<file path="config.mk">
export PLATFORM = sky130hd
export DESIGN_NAME = path_length_and_lap_detector
export DESIGN_NICKNAME = d
export VERILOG_FILES = /design/src/rtl/plld_pkg.sv /design/src/rtl/path_length_and_lap_detector.sv
export SDC_FILE = /design/constraint.sdc
export NUM_CORES = 2
export LEC_CHECK = 0
export BUFFER_PORTS_ARGS = -buffer_cell sky130_fd_sc_hd__buf_2
export CAP_MARGIN = 30
export CORE_AREA = 2 2 299 301
export DETAILED_ROUTE_END_ITERATION = 10
export DIE_AREA = 0 0 301 303
export PLACE_DENSITY_LB_ADDON = 0.2
export SYNTH_ARGS = -nofsm -noshare
export SYNTH_HDL_FRONTEND = slang
export SYNTH_SLANG_ARGS = --single-unit
</file>
<file path="constraint.sdc">
create_clock -name clk -period 7.8 [get_ports clk]
set_input_delay 0.39 -clock clk [delete_from_list [all_inputs] [get_ports clk]]
set_output_delay 0.39 -clock clk [all_outputs]
set_load 0.01 [all_outputs]
</file>
<file path="src/rtl/plld_pkg.sv">
`timescale 1ns / 1ps

package plld_pkg;

    // coordinate width of one position field
    localparam int COORD_BITS = 24;

    // multiplier operand: absolute coordinate difference or threshold
    localparam int OP_W   = COORD_BITS;
    localparam int PROD_W = 2 * OP_W;
    // sum of two squares
    localparam int SQ_W   = PROD_W + 1;
    // floor square root of a SQ_W value, padded to whole bit pairs
    localparam int ROOT_W = COORD_BITS + 1;
    localparam int RAD_W  = 2 * ROOT_W;
    localparam int REM_W  = ROOT_W + 2;
    localparam int ITER_W = $clog2(ROOT_W);

    localparam int THR_W   = 16;
    localparam int THRSQ_W = 2 * THR_W;
    localparam int TOTAL_W = 32;
    localparam int STEP_W  = 25;
    localparam int ROOT_EXT_W = (ROOT_W > STEP_W) ? ROOT_W : STEP_W;

    localparam logic [THR_W-1:0]   THR_RESET = 16'd100;
    localparam logic [STEP_W-1:0]  STEP_MAX  = {STEP_W{1'b1}};
    localparam logic [TOTAL_W-1:0] TOTAL_MAX = {TOTAL_W{1'b1}};

    typedef enum logic [2:0] {
        ST_IDLE,
        ST_DIFF,
        ST_SQUARE,
        ST_ADD,
        ST_LAP,
        ST_ROOT,
        ST_ACCUM,
        ST_DONE
    } st_t;

    // which value goes through the shared multiplier
    typedef enum logic [2:0] {
        TERM_THR,
        TERM_OX,
        TERM_OY,
        TERM_DX,
        TERM_DY
    } term_t;

endpackage

</file>
<file path="src/rtl/path_length_and_lap_detector.sv">
`timescale 1ns / 1ps

// path length and lap detector
//
// input channel: pos_x / pos_y (signed mm) with in_valid / in_stall. an item is
// taken at a clock edge with in_valid high and in_stall low. in_stall is high
// from the edge after an accept until the sequencer is back in idle.
// output channel: total_length, step_length, lap_closed, first_sample with
// out_valid / out_stall. one result item for every input item, in order.
// config: cfg_wr_en / cfg_wr_data write the lap threshold (reset 100 mm);
// write it only while no item is in flight.
//
// sequence: one shared 24x24 multiplier squares the threshold and the two
// start offsets (each through the diff, square and add states), then for a
// later sample the two step offsets; the square root is bit serial, one root
// bit per cycle. a new item is taken only once the sequencer is back in idle;
// the pace is set by the multiplier sequence and the serial root.
// a result held by out_stall stays in the output register; the next item is
// accepted and worked on meanwhile, and waits in the final state if the
// output register is still full.
// reset: asynchronous, clears the start/previous positions and the total.

module path_length_and_lap_detector
(
    input  logic                                 clk,
    input  logic                                 rst_n,
    // configuration
    input  logic                                 cfg_wr_en,
    input  logic [plld_pkg::THR_W-1:0]           cfg_wr_data,
    // input items
    input  logic                                 in_valid,
    output logic                                 in_stall,
    input  logic signed [plld_pkg::COORD_BITS-1:0] pos_x,
    input  logic signed [plld_pkg::COORD_BITS-1:0] pos_y,
    // result items
    output logic                                 out_valid,
    input  logic                                 out_stall,
    output logic [plld_pkg::TOTAL_W-1:0]         total_length,
    output logic [plld_pkg::STEP_W-1:0]          step_length,
    output logic                                 lap_closed,
    output logic                                 first_sample
);

    // sequencer
    plld_pkg::st_t   state_reg;
    plld_pkg::st_t   state_next;
    plld_pkg::term_t term_reg;
    plld_pkg::term_t term_next;
    logic [plld_pkg::ITER_W-1:0] iter_reg;

    // persistent state
    logic [plld_pkg::THR_W-1:0]   thr_reg;
    logic                         started_reg;
    logic signed [plld_pkg::COORD_BITS-1:0] prev_x_reg;
    logic signed [plld_pkg::COORD_BITS-1:0] prev_y_reg;
    logic signed [plld_pkg::COORD_BITS-1:0] origin_x_reg;
    logic signed [plld_pkg::COORD_BITS-1:0] origin_y_reg;
    logic [plld_pkg::TOTAL_W-1:0] total_reg;

    // working registers for the current item
    logic signed [plld_pkg::COORD_BITS-1:0] cur_x_reg;
    logic signed [plld_pkg::COORD_BITS-1:0] cur_y_reg;
    logic                         first_reg;
    logic [plld_pkg::OP_W-1:0]    op_reg;
    logic [plld_pkg::PROD_W-1:0]  prod_reg;
    logic [plld_pkg::SQ_W-1:0]    acc_reg;
    logic [plld_pkg::THRSQ_W-1:0] thr_sq_reg;
    logic [plld_pkg::RAD_W-1:0]   rad_reg;
    logic [plld_pkg::REM_W-1:0]   rem_reg;
    logic [plld_pkg::ROOT_W-1:0]  root_reg;
    logic                         lap_reg;

    // output register
    logic                         out_valid_reg;
    logic [plld_pkg::TOTAL_W-1:0] total_length_reg;
    logic [plld_pkg::STEP_W-1:0]  step_length_reg;
    logic                         lap_closed_reg;
    logic                         first_sample_reg;

    // control strobes
    logic in_take;
    logic out_take;
    logic out_load;

    // datapath wires
    logic signed [plld_pkg::COORD_BITS-1:0] sel_a;
    logic signed [plld_pkg::COORD_BITS-1:0] sel_b;
    logic signed [plld_pkg::COORD_BITS:0]   diff;
    logic [plld_pkg::COORD_BITS:0]          diff_abs;
    logic [plld_pkg::SQ_W-1:0]              sq_sum;
    logic [plld_pkg::REM_W-1:0]             rem_cat;
    logic [plld_pkg::REM_W-1:0]             trial;
    logic                                   root_bit;
    logic [plld_pkg::TOTAL_W:0]             total_sum;
    logic [plld_pkg::ROOT_EXT_W-1:0]        root_ext;

    // ---------------------------------------------------------------
    // next state
    // ---------------------------------------------------------------
    always_comb
    begin
        state_next = state_reg;
        case (state_reg)
            plld_pkg::ST_IDLE:
            begin
                if (in_valid)
                begin
                    state_next = plld_pkg::ST_DIFF;
                end
            end
            plld_pkg::ST_DIFF:
            begin
                state_next = plld_pkg::ST_SQUARE;
            end
            plld_pkg::ST_SQUARE:
            begin
                state_next = plld_pkg::ST_ADD;
            end
            plld_pkg::ST_ADD:
            begin
                case (term_reg)
                    plld_pkg::TERM_OY: state_next = plld_pkg::ST_LAP;
                    plld_pkg::TERM_DY: state_next = plld_pkg::ST_ROOT;
                    default:           state_next = plld_pkg::ST_DIFF;
                endcase
            end
            plld_pkg::ST_LAP:
            begin
                state_next = first_reg ? plld_pkg::ST_DONE : plld_pkg::ST_DIFF;
            end
            plld_pkg::ST_ROOT:
            begin
                if (iter_reg == '0)
                begin
                    state_next = plld_pkg::ST_ACCUM;
                end
            end
            plld_pkg::ST_ACCUM:
            begin
                state_next = plld_pkg::ST_DONE;
            end
            plld_pkg::ST_DONE:
            begin
                if (!out_valid_reg || !out_stall)
                begin
                    state_next = plld_pkg::ST_IDLE;
                end
            end
            default:
            begin
                state_next = plld_pkg::ST_IDLE;
            end
        endcase
    end

    // ---------------------------------------------------------------
    // sequencer outputs
    // ---------------------------------------------------------------
    always_comb
    begin
        in_stall = (state_reg != plld_pkg::ST_IDLE);
        in_take  = in_valid && (state_reg == plld_pkg::ST_IDLE);
        out_take = out_valid_reg && !out_stall;
        out_load = (state_reg == plld_pkg::ST_DONE) && (!out_valid_reg || !out_stall);
    end

    // order of the multiplier terms
    always_comb
    begin
        case (term_reg)
            plld_pkg::TERM_THR: term_next = plld_pkg::TERM_OX;
            plld_pkg::TERM_OX:  term_next = plld_pkg::TERM_OY;
            plld_pkg::TERM_OY:  term_next = plld_pkg::TERM_DX;
            plld_pkg::TERM_DX:  term_next = plld_pkg::TERM_DY;
            default:            term_next = plld_pkg::TERM_THR;
        endcase
    end

    // ---------------------------------------------------------------
    // datapath
    // ---------------------------------------------------------------
    always_comb
    begin
        case (term_reg)
            plld_pkg::TERM_OX:
            begin
                sel_a = cur_x_reg;
                sel_b = origin_x_reg;
            end
            plld_pkg::TERM_OY:
            begin
                sel_a = cur_y_reg;
                sel_b = origin_y_reg;
            end
            plld_pkg::TERM_DX:
            begin
                sel_a = cur_x_reg;
                sel_b = prev_x_reg;
            end
            plld_pkg::TERM_DY:
            begin
                sel_a = cur_y_reg;
                sel_b = prev_y_reg;
            end
            default:
            begin
                sel_a = '0;
                sel_b = '0;
            end
        endcase
    end

    assign diff     = {sel_a[plld_pkg::COORD_BITS-1], sel_a}
                    - {sel_b[plld_pkg::COORD_BITS-1], sel_b};
    assign diff_abs = diff[plld_pkg::COORD_BITS] ? unsigned'(-diff) : unsigned'(diff);

    assign sq_sum = acc_reg + plld_pkg::SQ_W'(prod_reg);

    // one bit of the restoring square root
    assign rem_cat  = {rem_reg[plld_pkg::REM_W-3:0], rad_reg[plld_pkg::RAD_W-1 -: 2]};
    assign trial    = {root_reg, 2'b01};
    assign root_bit = (rem_cat >= trial);

    assign total_sum = {1'b0, total_reg} + (plld_pkg::TOTAL_W + 1)'(root_reg);
    assign root_ext  = plld_pkg::ROOT_EXT_W'(root_reg);

    // control and persistent state
    always_ff @(posedge clk or negedge rst_n)
    begin
        if (!rst_n)
        begin
            state_reg     <= plld_pkg::ST_IDLE;
            term_reg      <= plld_pkg::TERM_THR;
            iter_reg      <= '0;
            thr_reg       <= plld_pkg::THR_RESET;
            started_reg   <= 1'b0;
            prev_x_reg    <= '0;
            prev_y_reg    <= '0;
            origin_x_reg  <= '0;
            origin_y_reg  <= '0;
            total_reg     <= '0;
            out_valid_reg <= 1'b0;
        end
        else
        begin
            state_reg <= state_next;

            if (cfg_wr_en)
            begin
                thr_reg <= cfg_wr_data;
            end

            if (in_take)
            begin
                term_reg <= plld_pkg::TERM_THR;
                // first sample seeds start and previous positions
                if (!started_reg)
                begin
                    started_reg  <= 1'b1;
                    prev_x_reg   <= pos_x;
                    prev_y_reg   <= pos_y;
                    origin_x_reg <= pos_x;
                    origin_y_reg <= pos_y;
                end
            end

            if (state_reg == plld_pkg::ST_ADD || state_reg == plld_pkg::ST_LAP)
            begin
                if (state_reg == plld_pkg::ST_ADD && term_reg == plld_pkg::TERM_OY)
                begin
                    term_reg <= term_reg;
                end
                else
                begin
                    term_reg <= term_next;
                end
            end

            if (state_reg == plld_pkg::ST_ADD && term_reg == plld_pkg::TERM_DY)
            begin
                iter_reg <= plld_pkg::ITER_W'(plld_pkg::ROOT_W - 1);
            end
            else if (state_reg == plld_pkg::ST_ROOT)
            begin
                iter_reg <= iter_reg - 1'b1;
            end

            if (state_reg == plld_pkg::ST_ACCUM)
            begin
                // saturating path total
                total_reg  <= total_sum[plld_pkg::TOTAL_W] ? plld_pkg::TOTAL_MAX
                                                           : total_sum[plld_pkg::TOTAL_W-1:0];
                prev_x_reg <= cur_x_reg;
                prev_y_reg <= cur_y_reg;
            end

            if (out_load)
            begin
                out_valid_reg <= 1'b1;
            end
            else if (out_take)
            begin
                out_valid_reg <= 1'b0;
            end
        end
    end

    // payload registers
    always_ff @(posedge clk)
    begin
        if (in_take)
        begin
            cur_x_reg <= pos_x;
            cur_y_reg <= pos_y;
            first_reg <= !started_reg;
        end

        case (state_reg)
            plld_pkg::ST_DIFF:
            begin
                if (term_reg == plld_pkg::TERM_THR)
                begin
                    op_reg <= plld_pkg::OP_W'(thr_reg);
                end
                else
                begin
                    op_reg <= diff_abs[plld_pkg::OP_W-1:0];
                end
            end
            plld_pkg::ST_SQUARE:
            begin
                prod_reg <= plld_pkg::PROD_W'(op_reg) * plld_pkg::PROD_W'(op_reg);
            end
            plld_pkg::ST_ADD:
            begin
                case (term_reg)
                    plld_pkg::TERM_THR:
                    begin
                        thr_sq_reg <= plld_pkg::THRSQ_W'(prod_reg);
                    end
                    plld_pkg::TERM_OX, plld_pkg::TERM_DX:
                    begin
                        acc_reg <= plld_pkg::SQ_W'(prod_reg);
                    end
                    plld_pkg::TERM_OY:
                    begin
                        acc_reg <= sq_sum;
                    end
                    default:
                    begin
                        // squared step ready, start the root
                        rad_reg  <= plld_pkg::RAD_W'(sq_sum);
                        rem_reg  <= '0;
                        root_reg <= '0;
                    end
                endcase
            end
            plld_pkg::ST_LAP:
            begin
                lap_reg <= (acc_reg < plld_pkg::SQ_W'(thr_sq_reg));
                if (first_reg)
                begin
                    root_reg <= '0;
                end
            end
            plld_pkg::ST_ROOT:
            begin
                rad_reg  <= rad_reg << 2;
                rem_reg  <= root_bit ? (rem_cat - trial) : rem_cat;
                root_reg <= {root_reg[plld_pkg::ROOT_W-2:0], root_bit};
            end
            default:
            begin
            end
        endcase

        if (out_load)
        begin
            total_length_reg <= total_reg;
            step_length_reg  <= (root_ext > plld_pkg::ROOT_EXT_W'(plld_pkg::STEP_MAX))
                              ? plld_pkg::STEP_MAX : root_ext[plld_pkg::STEP_W-1:0];
            lap_closed_reg   <= lap_reg;
            first_sample_reg <= first_reg;
        end
    end

    assign out_valid    = out_valid_reg;
    assign total_length = total_length_reg;
    assign step_length  = step_length_reg;
    assign lap_closed   = lap_closed_reg;
    assign first_sample = first_sample_reg;

`ifndef SYNTHESIS
    // an accepted item keeps the sequencer busy on the next cycle
    a_busy_after_take: assert property (@(posedge clk) disable iff (!rst_n)
        (in_valid && !in_stall) |=> in_stall)
        else $error("input not stalled after an item was taken");

    // a first sample adds no length
    a_first_no_step: assert property (@(posedge clk) disable iff (!rst_n)
        (out_valid && first_sample) |-> (step_length == '0))
        else $error("first sample reports a nonzero step");

    // the start compared with itself closes the lap unless the threshold is zero
    a_first_lap: assert property (@(posedge clk) disable iff (!rst_n)
        (out_valid && first_sample) |-> (lap_closed == (thr_reg != '0)))
        else $error("first sample lap flag wrong");

    // the root runs only on items past the first
    a_root_not_first: assert property (@(posedge clk) disable iff (!rst_n)
        (state_reg == plld_pkg::ST_ROOT) |-> !first_reg)
        else $error("square root started on a first sample");
`endif

endmodule

</file>
### Word-level counts from Yosys, hierarchy flattened

Index checks and enable logic that the tools add are counted.

| storage, ports and cells | value |
|---|---|
| memory bits (writable) | 0 |
| ROM bits | 0 |
| latch bits | 0 |
| memories kept | 0 |
| input bits | 69 |
| flip-flop bits (word level) | 519 |

| cells by class | value |
|---|---|
| $mul | 1 |
| equality and inequality tests | 18 |
| div/mod/pow operators | 0 |
| bitwise gates (word level) | 1 |
| mux-type cells | 34 |
| reductions and logical operators | 32 |
| shift-type cells | 0 |
| add/sub/neg operators | 6 |
| $lt $le $gt $ge | 3 |

Operators by type and width:

| kind | number |
|---|---|
| 24-bit two-way mux | 7 |
| 25-bit two-way mux | 4 |
| 50-bit one-hot mux with 2 select lines | 1 |
| 49-bit one-hot mux with 2 select lines | 1 |
| 24-bit one-hot mux with 4 select lines | 1 |
| 25-bit one-hot mux with 3 select lines | 1 |
| 50-bit two-way mux | 1 |
| 25-bit one-hot mux with 2 select lines | 1 |
| 49-bit by 48-bit adder with 49-bit output | 1 |
| 49-bit by 32-bit less-than comparator with 1-bit output | 1 |
| 24-bit by 24-bit multiplier with 48-bit output | 1 |
| 24-bit one-hot mux with 2 select lines | 1 |
| 32-bit by 25-bit adder with 33-bit output | 1 |
| 32-bit two-way mux | 1 |
| 27-bit >= comparator | 1 |
| 25-bit > comparator (second input constant) | 1 |
| 24-bit by 24-bit subtractor with 25-bit output | 1 |
| 25-bit subtractor | 1 |
| 24-bit negation | 1 |
| 3-bit one-hot mux with 8 select lines | 1 |
| 3-bit two-way mux | 7 |
| 16-bit two-way mux | 1 |
| 3-bit == test (second input constant) | 5 |
| 3-bit by 2-bit == test with 1-bit output (second input constant) | 4 |
| 20 further kinds | 49 |

### Depth between registers and ports, before layout

| logic depth | value |
|---|---|
| word-level depth | 7 |
| depth in mapped cells | 28 |
| mapped depth without buffers | 27 |

### Least setup slack after synthesis

OpenSTA, ideal clock, no wires.

| timing | value |
|---|---|
| kind | flip-flop to flip-flop |
| start | reg state_reg[1] |
| end | reg root_reg, in the netlist root_ext[0], enable pin |
| required time | 7,388 ps |
| cell stages (with the launch flop) | 6 |
| arrival time | 7,622 ps |
| setup time | 412 ps |
| slack | -234 ps |
| path buffers | 1 |
| cell sequence | dfrtp_1 clkbuf_1 nor2b_1 nand2_1 a21boi_0 o21bai_1 |

| on the way | value |
|---|---|
| word-level cells in the longest chain between the ends | 3 |
| elaborated cells on any way between the ends | 7 |
| classes of those cells | eq/ne: 5; reduce/logical: 2 |

RTL lines:

| element | RTL line | source |
|---|---|---|
| from (decl) | path_length_and_lap_detector.sv:45 | `plld_pkg::st_t state_reg;` |
| from (signal assigned) | path_length_and_lap_detector.sv:232 | `state_reg <= plld_pkg::ST_IDLE;` |
| from (signal assigned) | path_length_and_lap_detector.sv:246 | `state_reg <= state_next;` |
| 3-bit == test / 3-bit by 2-bit == test with 1-bit output (equally long branches) | path_length_and_lap_detector.sv:318 | `case (state_reg)` |
| 2-bit inequality test (no line) / 3-bit nonzero test (equally long branches) | n/a |  |
| 3-bit AND reduction (no line) * | n/a |  |
| to (signal assigned) | path_length_and_lap_detector.sv:370 | `root_reg <= {root_reg[plld_pkg::ROOT_W-2:0], root_bit};` |
| to (decl) | path_length_and_lap_detector.sv:70 | `logic [plld_pkg::ROOT_W-1:0] root_reg;` |

Every way passes the cells marked *; elsewhere a longest branch is shown, timed or not.
A chain may end at the register's enable or synchronous reset.

### Final worst setup path

| timing | value |
|---|---|
| start | reg op_reg[17] in the netlist's numbering |
| end | reg prod_reg[44] in the netlist's numbering, data pin |

| on the way | value |
|---|---|
| word-level cells in the longest chain between the ends | 1 |

RTL lines:

| element | RTL line | source |
|---|---|---|
| from (decl) | path_length_and_lap_detector.sv:64 | `logic [plld_pkg::OP_W-1:0] op_reg;` |
| from (signal assigned) | path_length_and_lap_detector.sv:323 | `op_reg <= plld_pkg::OP_W'(thr_reg);` |
| from (signal assigned) | path_length_and_lap_detector.sv:327 | `op_reg <= diff_abs[plld_pkg::OP_W-1:0];` |
| 24-bit by 24-bit multiplier with 48-bit output | path_length_and_lap_detector.sv:332 | `prod_reg <= plld_pkg::PROD_W'(op_reg) * plld_pkg::PROD_W'(op_reg);` |
| to (signal assigned) | path_length_and_lap_detector.sv:332 |  |
| to (decl) | path_length_and_lap_detector.sv:65 | `logic [plld_pkg::PROD_W-1:0] prod_reg;` |

No other way between the ends.

==> results.sh <==
export IMPL_htreeDepth=2
export IMPL_wl_um=103000
export IMPL_setup_violations=0
export IMPL_synth_area_leaders="edfxtp_1 (25%), fa_1 (20%), ha_1 (9.5%), dfrtp_1 (8.8%), inv_1 (6.3%)"
export IMPL_endpoint_kind="flop"
export IMPL_synth_most_common_cell="inv_1"
export IMPL_outcome="finished, final reports clean"
export IMPL_fin_hold_ws_ns=0.0587
export IMPL_synthAdderAreaFrac=0.294
export IMPL_num_vias=30300
export IMPL_fin_tns_setup_ns=0
export IMPL_period_minus_slack_ns=7.40
export IMPL_die_width_um=301
export IMPL_core_area_um2=88000
export IMPL_dp_hpwl_um=79200
export IMPL_max_slew_margin=0.358
export IMPL_grt_overflow=0
export IMPL_cts_tree="built"
export IMPL_synth_simple_area_share=0.108
export IMPL_drt_pass1_iter_count=6
export IMPL_r2r_slack_ns=0.40
export IMPL_io_pins=130
export IMPL_nNetsFinal=5254
export IMPL_async_flop_share=0.304
export IMPL_hold_viol=0
export IMPL_finalClockSkew_ns=0.0399
export IMPL_die_area_um2=91200
export IMPL_core_rowCount=109
export IMPL_hold_path_class="in -> reg"
export IMPL_synth_compound_area_share=0.123
export IMPL_start_util=0.496
export IMPL_insertion_delay_ns=0.64
export IMPL_max_freq_ghz=0.135
export IMPL_cp_required_ns=8.15
export IMPL_worstPathArrival_ns=7.75
export IMPL_synth_cell_types=88
export IMPL_drt_initial_drc_count=2009
export IMPL_grt_pass1_wl_um=166000
export IMPL_ys_seq_area_frac=0.338
export IMPL_synth_area_mux_share=0.0224
export IMPL_cap_violations=0
export IMPL_rsz0062_at_grt="false"
export IMPL_synth_net_count=5096
export IMPL_path_clk_slew_ns=0.06
export IMPL_grt_max_degree=99
export IMPL_synth_top_area_share=0.248
export IMPL_synth_area_um2=43700
export IMPL_wl_per_cell_um=18.3
export IMPL_antenna_found_initial=0
export IMPL_cts_root_buf="clkbuf_16"
export IMPL_yosys_top_cells_count="inv_1 (728), nand2_1 (452), fa_1 (433)"
export IMPL_ys_warn_count=0
export IMPL_yosysTopAreaCell="edfxtp_1"
export IMPL_synth_top_family_by_area="adder cells"
export IMPL_grt_util_met1=0.327
export IMPL_worstMarginPinSlew_ns=0.962
export IMPL_area_growth_pct=11.3
export IMPL_gr_usage_met3=0.0313
export IMPL_fin_crit_sh=0.948
export IMPL_layout_drive_gt1_share=0.0978
export IMPL_final_util=0.552
export IMPL_synth_flop_cell="edfxtp_1"
export IMPL_grt_util_met2=0.371
export IMPL_largest_register_ffs=50
export IMPL_worstSetupPathType="reg -> reg"
export IMPL_synthXorXnorAreaFrac=0.0369
export IMPL_portBuffers=129
export IMPL_cts_sinks=517
export IMPL_vias_per_cell=5.37
export IMPL_grt_pass1_vias=30700
export IMPL_ys_seq_elements=517
export IMPL_synth_edff_count=360
export IMPL_critPathMaxFanout=14
export IMPL_die_h_um=303
export IMPL_clockBufferDepth=3
export IMPL_synth_cells=4261
export IMPL_grt_busiest_layer="met2"
export IMPL_route_detailed_drc=0
export IMPL_cts_made_buffers=57
export IMPL_drtAntennaViolNets=0
export IMPL_fill_cells=7771
export IMPL_grt_total_usage=0.230
export IMPL_syn_area_per_cell_um2=10.2
export IMPL_finalMaxSlewViolations=0
export IMPL_gp_congestion=0.920
export IMPL_cp_start_kind="flop"
[per-stage QoR]
| stage | setup WS (ns) | area, µm² | instances |
|---|---|---|---|
| global route | 0.0417 | 48600 | 5633 |
| CTS | 0.157 | 48400 | 5612 |
| global placement | 0.277 | 45700 | 5439 |
| floorplan | 0.722 | 43700 | 4261 |
| detailed placement | 0.170 | 45700 | 5442 |
| finish | 0.402 | 48600 | 5634 |
[area by class of cell]
type	instances	area, µm²	area share
sequential	517	14700	0.303
antenna	1	2.50	0.0000515
clock inverter	34	435	0.00896
tap	1165	1460	0.0300
multi-input combinational	2836	25600	0.527
timing repair buffer	279	2020	0.0415
inverter	728	2730	0.0562
clock buffer	74	1580	0.0326
[routing by layer]
metal  routed length [µm]  part of all wire
met1                47500              0.46
met2                48100              0.47
met3                 4880             0.047
met4                 2750             0.027
met5                    0                 0
[layout by cell type (no fill, tap or decap), types with 82 or more instances in the layout]
| cell | n |
|---|---|
| inv_1 | 727 |
| nand2_1 | 451 |
| fa_1 | 433 |
| edfxtp_1 | 360 |
| ha_1 | 333 |
| a21oi_1 | 181 |
| nor2_1 | 170 |
| o21ai_0 | 165 |
| dfrtp_1 | 154 |
| and2_1 | 142 |
| buf_2 | 128 |
| xnor2_1 | 116 |
| a21o_1 | 90 |
| buf_4 | 82 |
[cell families (layout without fill, tap and decap cells)]
kind of cell / count (synthesis) / in the layout
AND/OR/NAND/NOR: 1003 / 1003
buffers and inverters: 908 / 1115
AO/OA/AOI/OAI: 795 / 795
adder cells (fa/ha/maj): 766 / 766
flip-flops: 517 / 517
XOR/XNOR: 183 / 183
multiplexers: 89 / 89
other: 0 / 1
[critical path: stages, from the launching register on]
cell and delay (ns):
edfxtp_1 0.74, and2_1 0.27, inv_1 0.07, fa_1 0.48, inv_1 0.06, fa_1 0.48
fa_1 0.49, inv_1 0.05, fa_1 0.49, inv_1 0.05, fa_1 0.46, fa_1 0.54
inv_1 0.05, fa_1 0.52, inv_1 0.04, ha_1 0.40, o21a_1 0.22, o21a_1 0.17
a41o_1 0.23, a21oi_1 0.33, o211a_1 0.22, nor3_1 0.08, a21oi_2 0.27, o221ai_1 0.15
a21oi_1 0.19, xnor2_1 0.08
[what timing repair did]
action,4_1_cts,5_1_grt
hold buffers,62,0
buffers inserted,0,19
hold endpoints to repair,195,0
gates resized for setup,0,6
endpoints found under the setup margin,0,7
[worst paths after layout]
kind                                       startpoint                           to  cells past startpoint
min                                    cfg_wr_data[3]       thr_reg[3]$_DFFE_PN0P_                      2
min reg2reg                prev_x_reg[12]$_DFFE_PN0P_   prev_x_reg[12]$_DFFE_PN0P_                      2
max                          op_reg[17]$_SDFFCE_PP0P_       prod_reg[44]$_DFFE_PP_                     25
max reg2reg                  op_reg[17]$_SDFFCE_PP0P_       prod_reg[44]$_DFFE_PP_                     25
min in group asynchronous                       rst_n  origin_x_reg[3]$_DFFE_PN0P_                      2
max in group asynchronous                       rst_n    total_reg[14]$_DFFE_PN0P_                      4
Power is not shown: default switching activity piles up to over one toggle a cycle in this logic, so the estimate is an artifact.
